===== src/design/rcis_pkg.sv =====
// Package of the reference-counted id set: widths, defaults, codes, types.
// Used by the interfaces, the datapath unit, the top level and the checker.
`timescale 1ns / 1ps

package rcis_pkg;

    localparam int ENTRIES_DEF    = 16;
    localparam int COUNT_BITS_DEF = 16;

    localparam int ID_W        = 32;
    localparam int STATUS_W    = 3;
    localparam int SLOT_W      = 4;
    localparam int COUNT_OUT_W = 16;
    localparam int OCC_OUT_W   = 5;

    localparam logic FUNC_ADD    = 1'b0;
    localparam logic FUNC_REMOVE = 1'b1;

    typedef enum logic [STATUS_W-1:0] {
        ST_NEW     = 3'd0,
        ST_RAISED  = 3'd1,
        ST_LOWERED = 3'd2,
        ST_FREED   = 3'd3,
        ST_MISS    = 3'd4
    } t_status;

    typedef struct packed {
        logic match;
        logic frees;
    } t_unit_flags;

endpackage


===== src/design/rcis_if.sv =====
// Valid/ready channel interfaces for the id set: request and result.
// Depends on rcis_pkg for the field widths.
`timescale 1ns / 1ps

interface rcis_in_if import rcis_pkg::*; ();
    logic            valid;
    logic            ready;
    logic            func;
    logic [ID_W-1:0] body_id;

    modport source (output valid, output func, output body_id, input ready);
    modport sink   (input valid, input func, input body_id, output ready);
endinterface

interface rcis_out_if import rcis_pkg::*; ();
    logic                   valid;
    logic                   ready;
    logic [STATUS_W-1:0]    status;
    logic [SLOT_W-1:0]      slot;
    logic [COUNT_OUT_W-1:0] count_after;
    logic [OCC_OUT_W-1:0]   occupancy;
    logic                   dropped_full;

    modport source (output valid, output status, output slot, output count_after,
                    output occupancy, output dropped_full, input ready);
    modport sink   (input valid, input status, input slot, input count_after,
                    input occupancy, input dropped_full, output ready);
endinterface


===== src/design/reference_counted_id_set.sv =====
// Top level of the reference-counted id set: sequencer, table RAM, result register.
// Depends on rcis_pkg, rcis_if, rcis_ram and rcis_unit.
//
//   port   | dir | handshake   | transfer
//   i_in   | in  | valid/ready | func, body_id
//   o_out  | out | valid/ready | status, slot, count_after, occupancy, dropped_full
//
// An item scans the live slots from slot 0 and stops early on a match (an empty table skips
// the scan); freeing an entry adds a fetch and a move of the last entry; the scan reads
// one RAM slot a cycle through the single read port.
// An item is taken only in the idle state; one result may wait in the output
// register while the next item scans, and the final step holds while that register is full.
// Synchronous active-low reset empties the table.
`timescale 1ns / 1ps

module reference_counted_id_set import rcis_pkg::*; #(
    parameter int ENTRIES    = ENTRIES_DEF,
    parameter int COUNT_BITS = COUNT_BITS_DEF
) (
    input logic         i_clk,
    input logic         i_rst_n,
    rcis_in_if.sink     i_in,
    rcis_out_if.source  o_out
);

    localparam int IDX_W = (ENTRIES > 1) ? $clog2(ENTRIES) : 1;
    localparam int OCC_W = $clog2(ENTRIES + 1);
    localparam int RAM_W = ID_W + COUNT_BITS;

    typedef enum logic [4:0] {
        S_IDLE    = 5'b00001,
        S_SCAN    = 5'b00010,
        S_RESOLVE = 5'b00100,
        S_FETCH   = 5'b01000,
        S_MOVE    = 5'b10000
    } t_state;

    t_state r_state, n_state;
    logic   r_func, n_func;
    logic [ID_W-1:0] r_id, n_id;
    logic [IDX_W-1:0] r_addr, n_addr;
    logic [IDX_W-1:0] r_cmp_addr, n_cmp_addr;
    logic   r_issue, n_issue;
    logic   r_pend, n_pend;
    logic   r_hit, n_hit;
    logic [IDX_W-1:0] r_hit_slot, n_hit_slot;
    logic [COUNT_BITS-1:0] r_hit_cnt, n_hit_cnt;
    logic [OCC_W-1:0] r_live, n_live;

    logic   r_out_valid, n_out_valid;
    t_status r_out_status;
    logic [SLOT_W-1:0] r_out_slot;
    logic [COUNT_OUT_W-1:0] r_out_cnt;
    logic [OCC_OUT_W-1:0] r_out_occ;
    logic   r_out_drop;

    logic                  w_emit;
    t_status               n_out_status;
    logic [IDX_W-1:0]      n_out_slot;
    logic [COUNT_BITS-1:0] n_out_cnt;
    logic                  n_out_drop;
    logic [31:0]           w_slot_wide, w_cnt_wide, w_occ_wide;

    logic             w_ram_we, w_ram_re;
    logic [IDX_W-1:0] w_ram_waddr, w_ram_raddr;
    logic [RAM_W-1:0] w_ram_wdata, w_ram_rdata;
    logic [ID_W-1:0]  w_rd_id;
    logic [COUNT_BITS-1:0] w_rd_cnt, w_cnt_next;
    t_unit_flags      w_flags;

    logic [IDX_W-1:0] w_last;
    logic             w_full, w_out_free;

    assign w_rd_id    = w_ram_rdata[RAM_W-1 -: ID_W];
    assign w_rd_cnt   = w_ram_rdata[COUNT_BITS-1:0];
    assign w_last     = IDX_W'(r_live - OCC_W'(1));
    assign w_full     = (r_live == OCC_W'(ENTRIES));
    assign w_out_free = !r_out_valid || o_out.ready;

    rcis_ram #(
        .WIDTH (RAM_W),
        .DEPTH (ENTRIES)
    ) u_ram (
        .i_clk   (i_clk),
        .i_we    (w_ram_we),
        .i_waddr (w_ram_waddr),
        .i_wdata (w_ram_wdata),
        .i_re    (w_ram_re),
        .i_raddr (w_ram_raddr),
        .o_rdata (w_ram_rdata)
    );

    rcis_unit #(
        .COUNT_BITS (COUNT_BITS)
    ) u_unit (
        .i_key        (r_id),
        .i_entry_id   (w_rd_id),
        .i_count      (r_hit_cnt),
        .i_remove     (r_func == FUNC_REMOVE),
        .o_flags      (w_flags),
        .o_count_next (w_cnt_next)
    );

    always_comb begin
        n_state      = r_state;
        n_func       = r_func;
        n_id         = r_id;
        n_addr       = r_addr;
        n_cmp_addr   = r_cmp_addr;
        n_issue      = r_issue;
        n_pend       = r_pend;
        n_hit        = r_hit;
        n_hit_slot   = r_hit_slot;
        n_hit_cnt    = r_hit_cnt;
        n_live       = r_live;
        w_ram_we     = 1'b0;
        w_ram_waddr  = r_hit_slot;
        w_ram_wdata  = {r_id, w_cnt_next};
        w_ram_re     = 1'b0;
        w_ram_raddr  = r_addr;
        w_emit       = 1'b0;
        n_out_status = ST_MISS;
        n_out_slot   = '0;
        n_out_cnt    = '0;
        n_out_drop   = 1'b0;

        unique case (r_state)
            S_IDLE: begin
                if (i_in.valid) begin
                    n_func  = i_in.func;
                    n_id    = i_in.body_id;
                    n_addr  = '0;
                    n_issue = 1'b1;
                    n_pend  = 1'b0;
                    n_hit   = 1'b0;
                    n_state = (r_live == '0) ? S_RESOLVE : S_SCAN;
                end
            end
            S_SCAN: begin
                w_ram_re    = r_issue;
                w_ram_raddr = r_addr;
                n_pend      = r_issue;
                n_cmp_addr  = r_addr;
                if (r_issue) begin
                    if (r_addr == w_last) begin
                        n_issue = 1'b0;
                    end else begin
                        n_addr = r_addr + IDX_W'(1);
                    end
                end
                if (r_pend && w_flags.match) begin
                    n_hit      = 1'b1;
                    n_hit_slot = r_cmp_addr;
                    n_hit_cnt  = w_rd_cnt;
                    n_state    = S_RESOLVE;
                end else if (r_pend && !r_issue) begin
                    n_state = S_RESOLVE;
                end
            end
            S_RESOLVE: begin
                priority if (r_hit && r_func == FUNC_REMOVE && w_flags.frees) begin
                    n_state = S_FETCH;
                end else if (w_out_free) begin
                    w_emit  = 1'b1;
                    n_state = S_IDLE;
                    priority if (r_hit) begin
                        w_ram_we     = 1'b1;
                        w_ram_waddr  = r_hit_slot;
                        w_ram_wdata  = {r_id, w_cnt_next};
                        n_out_status = (r_func == FUNC_ADD) ? ST_RAISED : ST_LOWERED;
                        n_out_slot   = r_hit_slot;
                        n_out_cnt    = w_cnt_next;
                    end else if (r_func == FUNC_ADD && !w_full) begin
                        w_ram_we     = 1'b1;
                        w_ram_waddr  = IDX_W'(r_live);
                        w_ram_wdata  = {r_id, COUNT_BITS'(1)};
                        n_out_status = ST_NEW;
                        n_out_slot   = IDX_W'(r_live);
                        n_out_cnt    = COUNT_BITS'(1);
                        n_live       = r_live + OCC_W'(1);
                    end else begin
                        n_out_status = ST_MISS;
                        n_out_drop   = (r_func == FUNC_ADD);
                    end
                end
            end
            S_FETCH: begin
                w_ram_re    = 1'b1;
                w_ram_raddr = w_last;
                n_state     = S_MOVE;
            end
            S_MOVE: begin
                if (w_out_free) begin
                    w_ram_we     = 1'b1;
                    w_ram_waddr  = r_hit_slot;
                    w_ram_wdata  = w_ram_rdata;
                    n_live       = r_live - OCC_W'(1);
                    w_emit       = 1'b1;
                    n_out_status = ST_FREED;
                    n_out_slot   = r_hit_slot;
                    n_out_cnt    = '0;
                    n_state      = S_IDLE;
                end
            end
            default: begin
                n_state = S_IDLE;
            end
        endcase

        if (w_emit) begin
            n_out_valid = 1'b1;
        end else if (o_out.ready) begin
            n_out_valid = 1'b0;
        end else begin
            n_out_valid = r_out_valid;
        end
    end

    assign w_slot_wide = 32'(n_out_slot);
    assign w_cnt_wide  = 32'(n_out_cnt);
    assign w_occ_wide  = 32'(n_live);

    always_ff @(posedge i_clk) begin
        if (!i_rst_n) begin
            r_state     <= S_IDLE;
            r_issue     <= 1'b0;
            r_pend      <= 1'b0;
            r_hit       <= 1'b0;
            r_live      <= '0;
            r_out_valid <= 1'b0;
        end else begin
            r_state     <= n_state;
            r_issue     <= n_issue;
            r_pend      <= n_pend;
            r_hit       <= n_hit;
            r_live      <= n_live;
            r_out_valid <= n_out_valid;
        end
    end

    always_ff @(posedge i_clk) begin
        r_func     <= n_func;
        r_id       <= n_id;
        r_addr     <= n_addr;
        r_cmp_addr <= n_cmp_addr;
        r_hit_slot <= n_hit_slot;
        r_hit_cnt  <= n_hit_cnt;
        if (w_emit) begin
            r_out_status <= n_out_status;
            r_out_slot   <= w_slot_wide[SLOT_W-1:0];
            r_out_cnt    <= w_cnt_wide[COUNT_OUT_W-1:0];
            r_out_occ    <= w_occ_wide[OCC_OUT_W-1:0];
            r_out_drop   <= n_out_drop;
        end
    end

    assign i_in.ready         = (r_state == S_IDLE);
    assign o_out.valid        = r_out_valid;
    assign o_out.status       = r_out_status;
    assign o_out.slot         = r_out_slot;
    assign o_out.count_after  = r_out_cnt;
    assign o_out.occupancy    = r_out_occ;
    assign o_out.dropped_full = r_out_drop;

endmodule


===== src/design/rcis_ram.sv =====
// Generic single-port-write, single-port-read RAM with registered read.
// Depends on nothing.
`timescale 1ns / 1ps

module rcis_ram #(
    parameter int WIDTH = 8,
    parameter int DEPTH = 16
) (
    input  logic                                   i_clk,
    input  logic                                   i_we,
    input  logic [((DEPTH > 1) ? $clog2(DEPTH) : 1)-1:0] i_waddr,
    input  logic [WIDTH-1:0]                       i_wdata,
    input  logic                                   i_re,
    input  logic [((DEPTH > 1) ? $clog2(DEPTH) : 1)-1:0] i_raddr,
    output logic [WIDTH-1:0]                       o_rdata
);

    logic [WIDTH-1:0] r_mem [DEPTH];
    logic [WIDTH-1:0] r_rdata;

    always_ff @(posedge i_clk) begin
        if (i_we) begin
            r_mem[i_waddr] <= i_wdata;
        end
        if (i_re) begin
            r_rdata <= r_mem[i_raddr];
        end
    end

    assign o_rdata = r_rdata;

endmodule


===== src/design/rcis_unit.sv =====
// Shared compare and count-adjust unit of the id set.
// Depends on rcis_pkg.
`timescale 1ns / 1ps

module rcis_unit import rcis_pkg::*; #(
    parameter int COUNT_BITS = COUNT_BITS_DEF
) (
    input  logic [ID_W-1:0]       i_key,
    input  logic [ID_W-1:0]       i_entry_id,
    input  logic [COUNT_BITS-1:0] i_count,
    input  logic                  i_remove,
    output t_unit_flags           o_flags,
    output logic [COUNT_BITS-1:0] o_count_next
);

    always_comb begin
        o_flags.match = (i_key == i_entry_id);
        o_flags.frees = (i_count[COUNT_BITS-1:1] == '0);
        if (i_remove) begin
            o_count_next = i_count - COUNT_BITS'(1);
        end else if (&i_count) begin
            o_count_next = i_count;
        end else begin
            o_count_next = i_count + COUNT_BITS'(1);
        end
    end

endmodule


===== src/flat_wrapper.sv =====
// flat-port wrapper written by rule: the top's interface ports become plain ports
module reference_counted_id_set_flat import rcis_pkg::*;
#(
    parameter int ENTRIES    = ENTRIES_DEF,
    parameter int COUNT_BITS = COUNT_BITS_DEF
)
  (i_clk, i_rst_n, i_in_valid, i_in_func, i_in_body_id, i_in_ready, o_out_valid, o_out_status, o_out_slot, o_out_count_after, o_out_occupancy, o_out_dropped_full, o_out_ready);
  rcis_in_if i_in_i ();
  rcis_out_if o_out_i ();
  input logic i_clk;
  input logic i_rst_n;
  input wire logic [$bits(i_in_i.valid)-1:0] i_in_valid;
  input wire logic [$bits(i_in_i.func)-1:0] i_in_func;
  input wire logic [$bits(i_in_i.body_id)-1:0] i_in_body_id;
  output wire logic [$bits(i_in_i.ready)-1:0] i_in_ready;
  output wire logic [$bits(o_out_i.valid)-1:0] o_out_valid;
  output wire logic [$bits(o_out_i.status)-1:0] o_out_status;
  output wire logic [$bits(o_out_i.slot)-1:0] o_out_slot;
  output wire logic [$bits(o_out_i.count_after)-1:0] o_out_count_after;
  output wire logic [$bits(o_out_i.occupancy)-1:0] o_out_occupancy;
  output wire logic [$bits(o_out_i.dropped_full)-1:0] o_out_dropped_full;
  input wire logic [$bits(o_out_i.ready)-1:0] o_out_ready;
  assign i_in_i.valid = i_in_valid;
  assign i_in_i.func = i_in_func;
  assign i_in_i.body_id = i_in_body_id;
  assign i_in_ready = i_in_i.ready;
  assign o_out_valid = o_out_i.valid;
  assign o_out_status = o_out_i.status;
  assign o_out_slot = o_out_i.slot;
  assign o_out_count_after = o_out_i.count_after;
  assign o_out_occupancy = o_out_i.occupancy;
  assign o_out_dropped_full = o_out_i.dropped_full;
  assign o_out_i.ready = o_out_ready;
  reference_counted_id_set #(.ENTRIES(ENTRIES), .COUNT_BITS(COUNT_BITS)) u_core (.i_clk(i_clk), .i_rst_n(i_rst_n), .i_in(i_in_i), .o_out(o_out_i));
endmodule

===== config.mk =====
export PLATFORM = sky130hd
export DESIGN_NAME = reference_counted_id_set_flat
export DESIGN_NICKNAME = d
export VERILOG_FILES = /design/src/design/rcis_pkg.sv /design/src/design/rcis_if.sv /design/src/design/reference_counted_id_set.sv /design/src/design/rcis_ram.sv /design/src/design/rcis_unit.sv /design/src/flat_wrapper.sv
export SDC_FILE = /design/constraint.sdc
export NUM_CORES = 1
export LEC_CHECK = 0
export BUFFER_PORTS_ARGS = -buffer_cell sky130_fd_sc_hd__clkbuf_2
export CAP_MARGIN = 15
export CORE_UTILIZATION = 35
export DETAILED_ROUTE_END_ITERATION = 16
export GPL_TIMING_DRIVEN = 0
export HOLD_SLACK_MARGIN = 0.08
export PLACE_DENSITY = 0.49
export REMOVE_ABC_BUFFERS = 1
export SLEW_MARGIN = 15
export SYNTH_ARGS = -nofsm -noshare
export SYNTH_HDL_FRONTEND = slang
export SYNTH_SLANG_ARGS = --single-unit

===== constraint.sdc =====
create_clock -name i_clk -period 5.4 [get_ports i_clk]
set_input_delay 0.27 -clock i_clk [delete_from_list [all_inputs] [get_ports i_clk]]
set_output_delay 0.27 -clock i_clk [all_outputs]
set_load 0.02 [all_outputs]

==> results of run 1 <==
[power breakdown]
group	switching (mW)	leakage (nW)	internal, mW
combinational	2.43	4.91	1.26
clock	2.85	1.63	4.09
sequential	0.152	8.28	8.32
[metal layers]
metal | wire (um) | vias to the layer above | track usage [%]
li1 | - | 10390 | -
met1 | 49510 | 12140 | 29.64
met2 | 50690 | 1080 | 32.09
met3 | 8559 | 203 | 3.736
met4 | 2949 | 0 | 6.085
met5 | 0 | - | 0
[synth_stat cells, types with 36 or more instances]
library cell  instances  area, um2
a31oi_1              51      319.1
clkbuf_1             95      356.6
mux2i_1              50      500.5
buf_2                54      270.3
a211oi_1             94      705.7
nor2_1               36      135.1
edfxtp_1            906      27210
nor4_1               57      356.6
xnor2_1              40      350.3
a21oi_1              60      300.3
nor3_1               75      375.4
nand2_1             283       1062
o22ai_1             159      994.7
and3_1               44      275.3
[flip-flops by register name (all words and copies together) (netlist names), 3 cells and up]
name                      flops
u_core.o_out.occupancy        5
u_core.r_hit_slot             4
u_core.r_id                  32
u_core.r_hit_cnt             16
u_core.r_cmp_addr             4
u_core.o_out.count_after     16
u_core.r_addr                 4
u_core.r_state                5
u_core.o_out.status           3
u_core.o_out.slot             4
u_core.r_live                 5
u_core.u_ram.o_rdata         48
u_core.u_ram.r_mem          768
[metrics by stage]
stage / setup TNS [ps] / instance area (um2) / setup WS (ps) / power (mW) / cells
2_1_floorplan: -800450 / 36140 / -1860 / 10.44 / 2293
3_3_place_gp: -9075890 / 38200 / -8590 / 11.81 / 3740
3_5_place_dp: 0 / 41170 / 973.0 / 12.27 / 3928
4_1_cts: 0 / 44870 / 975.3 / 19.23 / 4149
5_1_grt: 0 / 44870 / 657.1 / 19.74 / 4149
6_report: 0 / 44870 / 812.1 / 19.11 / 4149
[path summary, 6_finish.rpt]
kind	from	end	depth (start not counted)
min	i_in_body_id[9]	u_core.r_id[9]$_DFFE_PP_	2
max	u_core.r_live[0]$_SDFF_PN0_	u_core.u_ram.r_mem[5][42]$_DFFE_PP_	10
min reg2reg	u_core.r_cmp_addr[0]$_DFFE_PP_	u_core.r_hit_slot[0]$_DFFE_PP_	0
max reg2reg	u_core.r_live[0]$_SDFF_PN0_	u_core.u_ram.r_mem[5][42]$_DFFE_PP_	10
[cells by family after synthesis]
kind of cell / share of synthesized area, %
AO/OA/AOI/OAI: 12.11
XOR/XNOR: 1.422
adder cells (fa/ha/maj): 0.2371
buffers and inverters: 2.367
flip-flops: 74.40
multiplexers: 1.385
AND/OR/NAND/NOR: 8.084
[layout make-up]
cell class / instances / area share, %
Sequential cell: 920 / 61.26
Clock inverter: 68 / 1.637
Timing Repair Buffer: 291 / 7.328
Multi-Input combinational cell: 1354 / 19.96
Tap cell: 1380 / 3.848
Clock buffer: 117 / 5.814
Inverter: 19 / 0.1589
==> out/qor.csv, run 1 <==
metric,value,unit
fin_skew,21.00,ps
wirelength,111.7,mm
overflow,0,
fin_util,43.11,%
ys_async_sr_fraction,0,%
leakage,14.82,nW
vias,23820,
place.port_buffers,67,
crit_path_start_kind,flip-flop,
end_kind,flip-flop,
grt_max_degree,49,
cts.sinks,920,
cts_resized,0,
numCtsBuffers,100,
num_io_pins,68,
ys.flop_type,edfxtp_1,
worstMarginPinSlew,1185,ps
fmaxAchievable,218.0,MHz
crit_fanout,13,
rsz0062_at_grt,false,
r2r_slack,810,ps
synth_cell_type_count,67,
crit_path_top_delay_cell,nor3_2,
syn2layout_area_growth,21.46,%
grt_first_pass_wirelength,162.4,mm
ff_latch_area,0.02749,mm2
synth_enable_flop_cells,906,
die_w,326.9,um
max-cap-violations,0,
path_buf_inv,4,
worst-setup-path-type,flip-flop to flip-flop,
antenna_cells,0,
grt_pass1_vias,23650,
drtIter0Drc,2756,
rows,118,
hold_viol_final,0,
ys_seq_area_share,74.40,%
start_util,35.49,%
netlist_area,0.03695,mm2
cts_hold_buf,36,
ant_nets,0,
die_y,326.9,um
multiInputGateArea,0.008955,mm2
synth_cells,2467,
gp_congestion,0.8271,
first_pass_iters,6,
clk_latency,680,ps
final_cell_mix,"edfxtp_1 (906), nand2_1 (281), o22ai_1 (159)",
slew_headroom,20.99,%
slowest_delay,870,ps
powerDensity,425.9,mW/mm2
crit_required,5780,ps
drv_slew,0,
core_area,0.1041,mm2
post_cts_buffers,0,
dpl.hpwl,74.65,mm
vias_per_cell,5.741,
ys_warn_count,0,
syn_avg_cell_area,14.98,um2
layout-drive-gt1-share,17.05,%
path_common_cell,buf_4,
fin_nets,2730,
hp-class,input pin to flip-flop,
setup_violations,0,
ys_ff_latch,920,
clk_pin_slew,60,ps
crit_arrival,4970,ps
num-fill-cells,9190,
irDropWorstVdd,0.2575,mV
period_needed,4588,ps
antenna_found_initial,0,
htree_levels,3,
crit_chain,"inv_1, ha_1, a31oi_1, nand3_1, nor2_1, a21oi_1, nor3_2, buf_4, buf_4, buf_4",
cts_tree,done,
path_delay_family,simple AND/OR/NAND/NOR gates,
final_common_cell,edfxtp_1,
outcome,finished clean,
die_area,0.1069,mm2
period_share,84.96,%
clk_path_buf_depth,3,
drc_errors,0,
clock-root-buffer,clkbuf_16,
timing.hold.ws,302.8,ps
route.detailed.wl_per_inst,26.93,um
grt_usage,20.69,%
No activity file was read; power rests on OpenSTA's default activity.
==> run 2, diff against run 1 <==
--- a/config.mk
+++ b/config.mk
@@ -5,13 +5,14 @@
 export SDC_FILE = /design/constraint.sdc
 export NUM_CORES = 1
 export LEC_CHECK = 0
+export ABC_AREA = 1
 export BUFFER_PORTS_ARGS = -buffer_cell sky130_fd_sc_hd__clkbuf_2
 export CAP_MARGIN = 15
 export CORE_UTILIZATION = 35
 export DETAILED_ROUTE_END_ITERATION = 16
 export GPL_TIMING_DRIVEN = 0
 export HOLD_SLACK_MARGIN = 0.08
-export PLACE_DENSITY = 0.49
+export PLACE_DENSITY = 0.47
 export REMOVE_ABC_BUFFERS = 1
 export SLEW_MARGIN = 15
 export SYNTH_ARGS = -nofsm -noshare
==> constraint.sdc (replaced) <==
create_clock -name i_clk -period 4.8 [get_ports i_clk]
set_input_delay 0.24 -clock i_clk [delete_from_list [all_inputs] [get_ports i_clk]]
set_output_delay 0.24 -clock i_clk [all_outputs]
set_load 0.02 [all_outputs]
==> run 2 against run 1 <==
Effect of this change:
- non-clock buffer count down 68
- synthesized cell count is 32% higher
- sequential share of layout area shrank 2.5 points
- combinational power is 21% higher
- critical path type unchanged
- largest power group unchanged
- highest routed layer is now met5
==> out/qor.csv, run 2 <==
metric,value,unit,change
outcome,finished clean,,
syn2layout_area_growth,20.52,%,
crit_required,5170,ps,-610 ps
fmaxAchievable,220.3,MHz,+1.1%
fin_skew,44.24,ps,+23.24 ps
ys_async_sr_fraction,0,%,unchanged
start_util,35.46,%,about the same
hold_depth,5,,+3
yosysTopAreaCell,edfxtp_1,,
p_seq_share,44.6,%,+0.2 points
crit_fanout,21,,+8
switching_share,29.02,%,+0.59 points
power.total,21.50,mW,+13%
gp_congestion,0.8553,,+3.4%
synth_cell_type_count,41,,-39%
die_w,335.0,um,+2.5%
clk_pin_slew,60,ps,about the same
die_area,0.1122,mm2,+5.0%
worstMarginPinSlew,1110,ps,-75.55 ps
leakage,16.94,nW,+14%
synth_common_cells,"edfxtp_1 (906), nand2_1 (756), inv_1 (343), nand3_1 (343), o211ai_1 (322)",,
rsz0062_at_grt,false,,
cts.sinks,920,,unchanged
multiInputGateArea,0.009432,mm2,+5.3%
drv_slew,0,,unchanged
htree_levels,3,,unchanged
synth_cells,3262,,+32%
crit_path_start_kind,flip-flop,,
powerDensity,459.7,mW/mm2,+7.9%
ys_warn_count,0,,unchanged
clkPwrFrac,34.6,%,-1.7 points
yosys-top-cells-area,"edfxtp_1 (70%), nand2_1 (7.3%), o211ai_1 (6.2%)",,
drc_errors,0,,unchanged
setup_violations,0,,unchanged
cts_tree,done,,
dpl.hpwl,69.54,mm,-6.8%
final_cell_mix,"edfxtp_1 (906), nand2_1 (754), nand3_1 (343)",,
place.port_buffers,67,,unchanged
layout-drive-gt1-share,13.37,%,-3.7 points
largest_reg_flops,768,,unchanged
synth_most_common_cell,edfxtp_1,,
timing.hold.ws,164.1,ps,-138.8 ps
top_register,u_core.u_ram.r_mem,,
worst-setup-path-type,flip-flop to flip-flop,,
clk_path_buf_depth,3,,unchanged
first_pass_iters,5,,-1
p_int,15.26,mW,+12%
r2r_start,u_core.r_state[2]$_SDFFE_PN0P_,,
hp-class,input pin to flip-flop,,
tns,0,ps,unchanged
setup.worst_path.start,u_core.r_state[2]$_SDFFE_PN0P_,,
finalNonFillerCells,4969,,+20%
worst_r2r_path_depth,13,,+3
clk_latency,680,ps,about the same
num-fill-cells,10000,,+8.8%
max-cap-violations,0,,unchanged
rows,121,,+2.5%
irDropWorstVdd,0.3627,mV,+41%
ys_seq_area_share,70.81,%,-3.6 points
clock-root-buffer,clkbuf_16,,
grt_max_degree,106,,+120%
core_area,0.1095,mm2,+5.2%
yosys.area.top_type_share,70.09,%,-3.5 points
crit_arrival,4910,ps,-60 ps
power.switching,6.239,mW,+15%
numCtsBuffers,100,,unchanged
drtIter0Drc,1965,,-29%
final_common_cell,edfxtp_1,,
fin_nets,3453,,+26%
grt_first_pass_wirelength,161.7,mm,-0.48%
overflow,0,,unchanged
route.detailed.wl_per_inst,21.85,um,-19%
ys.flop_type,edfxtp_1,,
end_kind,flip-flop,,
wirelength,108.6,mm,-2.8%
ys_ff_latch,920,,unchanged
vias,25330,,+6.3%
grt_pass1_vias,25370,,+7.3%
num_io_pins,68,,unchanged
cts_resized,0,,unchanged
slew_headroom,25.53,%,+4.5 points
hold_viol_final,0,,unchanged
syn_avg_cell_area,11.90,um2,-21%
crit_end,u_core.u_ram.r_mem[7][29]$_DFFE_PP_,,
r2r_slack,260,ps,-550 ps
antenna_found_initial,1,,+1
netlist_area,0.03882,mm2,+5.1%
period_share,94.57,%,+9.6 points
grt_usage,19.46,%,-1.2 points
reg2reg_to,u_core.u_ram.r_mem[7][29]$_DFFE_PP_,,
synth_enable_flop_cells,906,,unchanged
place_inst,4746,,+21%
ff_latch_area,0.02749,mm2,about the same
period_needed,4539,ps,-48.60 ps
die_y,335.0,um,+2.5%
ant_nets,0,,unchanged
fin_util,42.74,%,-0.37 points
vias_per_cell,5.097,,-11%
p_comb_share,20.8,%,+1.5 points
antenna_cells,0,,unchanged
==> run 2: changes by cell type in the layout (fill, tap and decap cells not counted), sizes merged, moves of 94 or more <==
cell / delta
o211ai: +322
inv: +330
or2: +94
a211oi: -103
o22ai: -155
nand2: +472
nand3: +323
==> run 2: cell families after synthesis <==
| kind of cell | Yosys count | share of synthesized area (%) |
|---|---|---|
| fa+ha+maj | 7 | 0.2256 |
| flops | 920 | 70.81 |
| compound gates | 414 | 7.511 |
| simple gates | 1350 | 15.10 |
| buf+inv | 528 | 5.383 |
| xor+xnor | 43 | 0.9702 |
==> run 2: worst min-delay path by stage <==
stage | slack, ps | end | start
finish | 160 | u_core.o_out.dropped_full$_SDFFCE_PP0P_ | o_out_ready
floorplan | 330 | u_core.r_state[0]$_SDFFE_PN1P_ | i_rst_n
global placement | 410 | u_core.r_hit_slot[3]$_DFFE_PP_ | u_core.r_cmp_addr[3]$_DFFE_PP_
detailed placement | 420 | u_core.r_id[24]$_DFFE_PP_ | i_in_body_id[24]
CTS | 130 | u_core.o_out.dropped_full$_SDFFCE_PP0P_ | o_out_ready
global route | 160 | u_core.o_out.dropped_full$_SDFFCE_PP0P_ | o_out_ready
==> run 2: layout make-up <==
| cell class | count | area share, % |
|---|---|---|
| well taps | 1476 | 3.948 |
| clock inverters | 62 | 1.094 |
| flip-flops and latches | 920 | 58.76 |
| multi-input cells | 1814 | 20.16 |
| repair buffers | 223 | 7.460 |
| clock buffers | 124 | 5.718 |
| inverters | 350 | 2.862 |
==> run 2: layer usage <==
layer / wire [um] / up-vias / global-route usage, %
met4: 2935 / 2 / 5.431
met2: 50480 / 675 / 32.05
li1: - / 11810 / -
met3: 5200 / 174 / 2.689
met5: 13 / - / 0
met1: 49940 / 12670 / 26.82
==> run 2: through the flow <==
step	setup WS, ps	cell area [um2]
detailed placement	273.1	43210
global placement	-23710	40220
global route	62.33	46780
CTS	264.5	46760
finish	260.7	46780
floorplan	-7609	38040
==> run 2: worst max-delay path, stage by stage (launching register included) <==
cell and delay (ps):
dfxtp_1 360, nor2_1 200, nand3_1 220, nor2_4 650
buf_16 240, inv_2 230, nand2_1 240, inv_1 110
nor2_1 300, nand2_1 340, nor2_4 680, buf_16 250
buf_16 180, buf_16 170
==> run 2: what timing repair did <==
action                                 CTS  global route
setup buffers                            0             0
hold buffers                            36             0
endpoints found under the hold margin   42             0
==> run 2: power groups by stage <==
stage / Clock (mW) / Sequential (mW) / Combinational [mW]
after floorplan: 0 / 9.77 / 2.76
after global placement: 0 / 9.81 / 4.30
after detailed placement: 0 / 9.76 / 4.48
after CTS: 7.62 / 9.59 / 4.53
after global routing: 7.92 / 9.61 / 4.94
final: 7.44 / 9.59 / 4.47
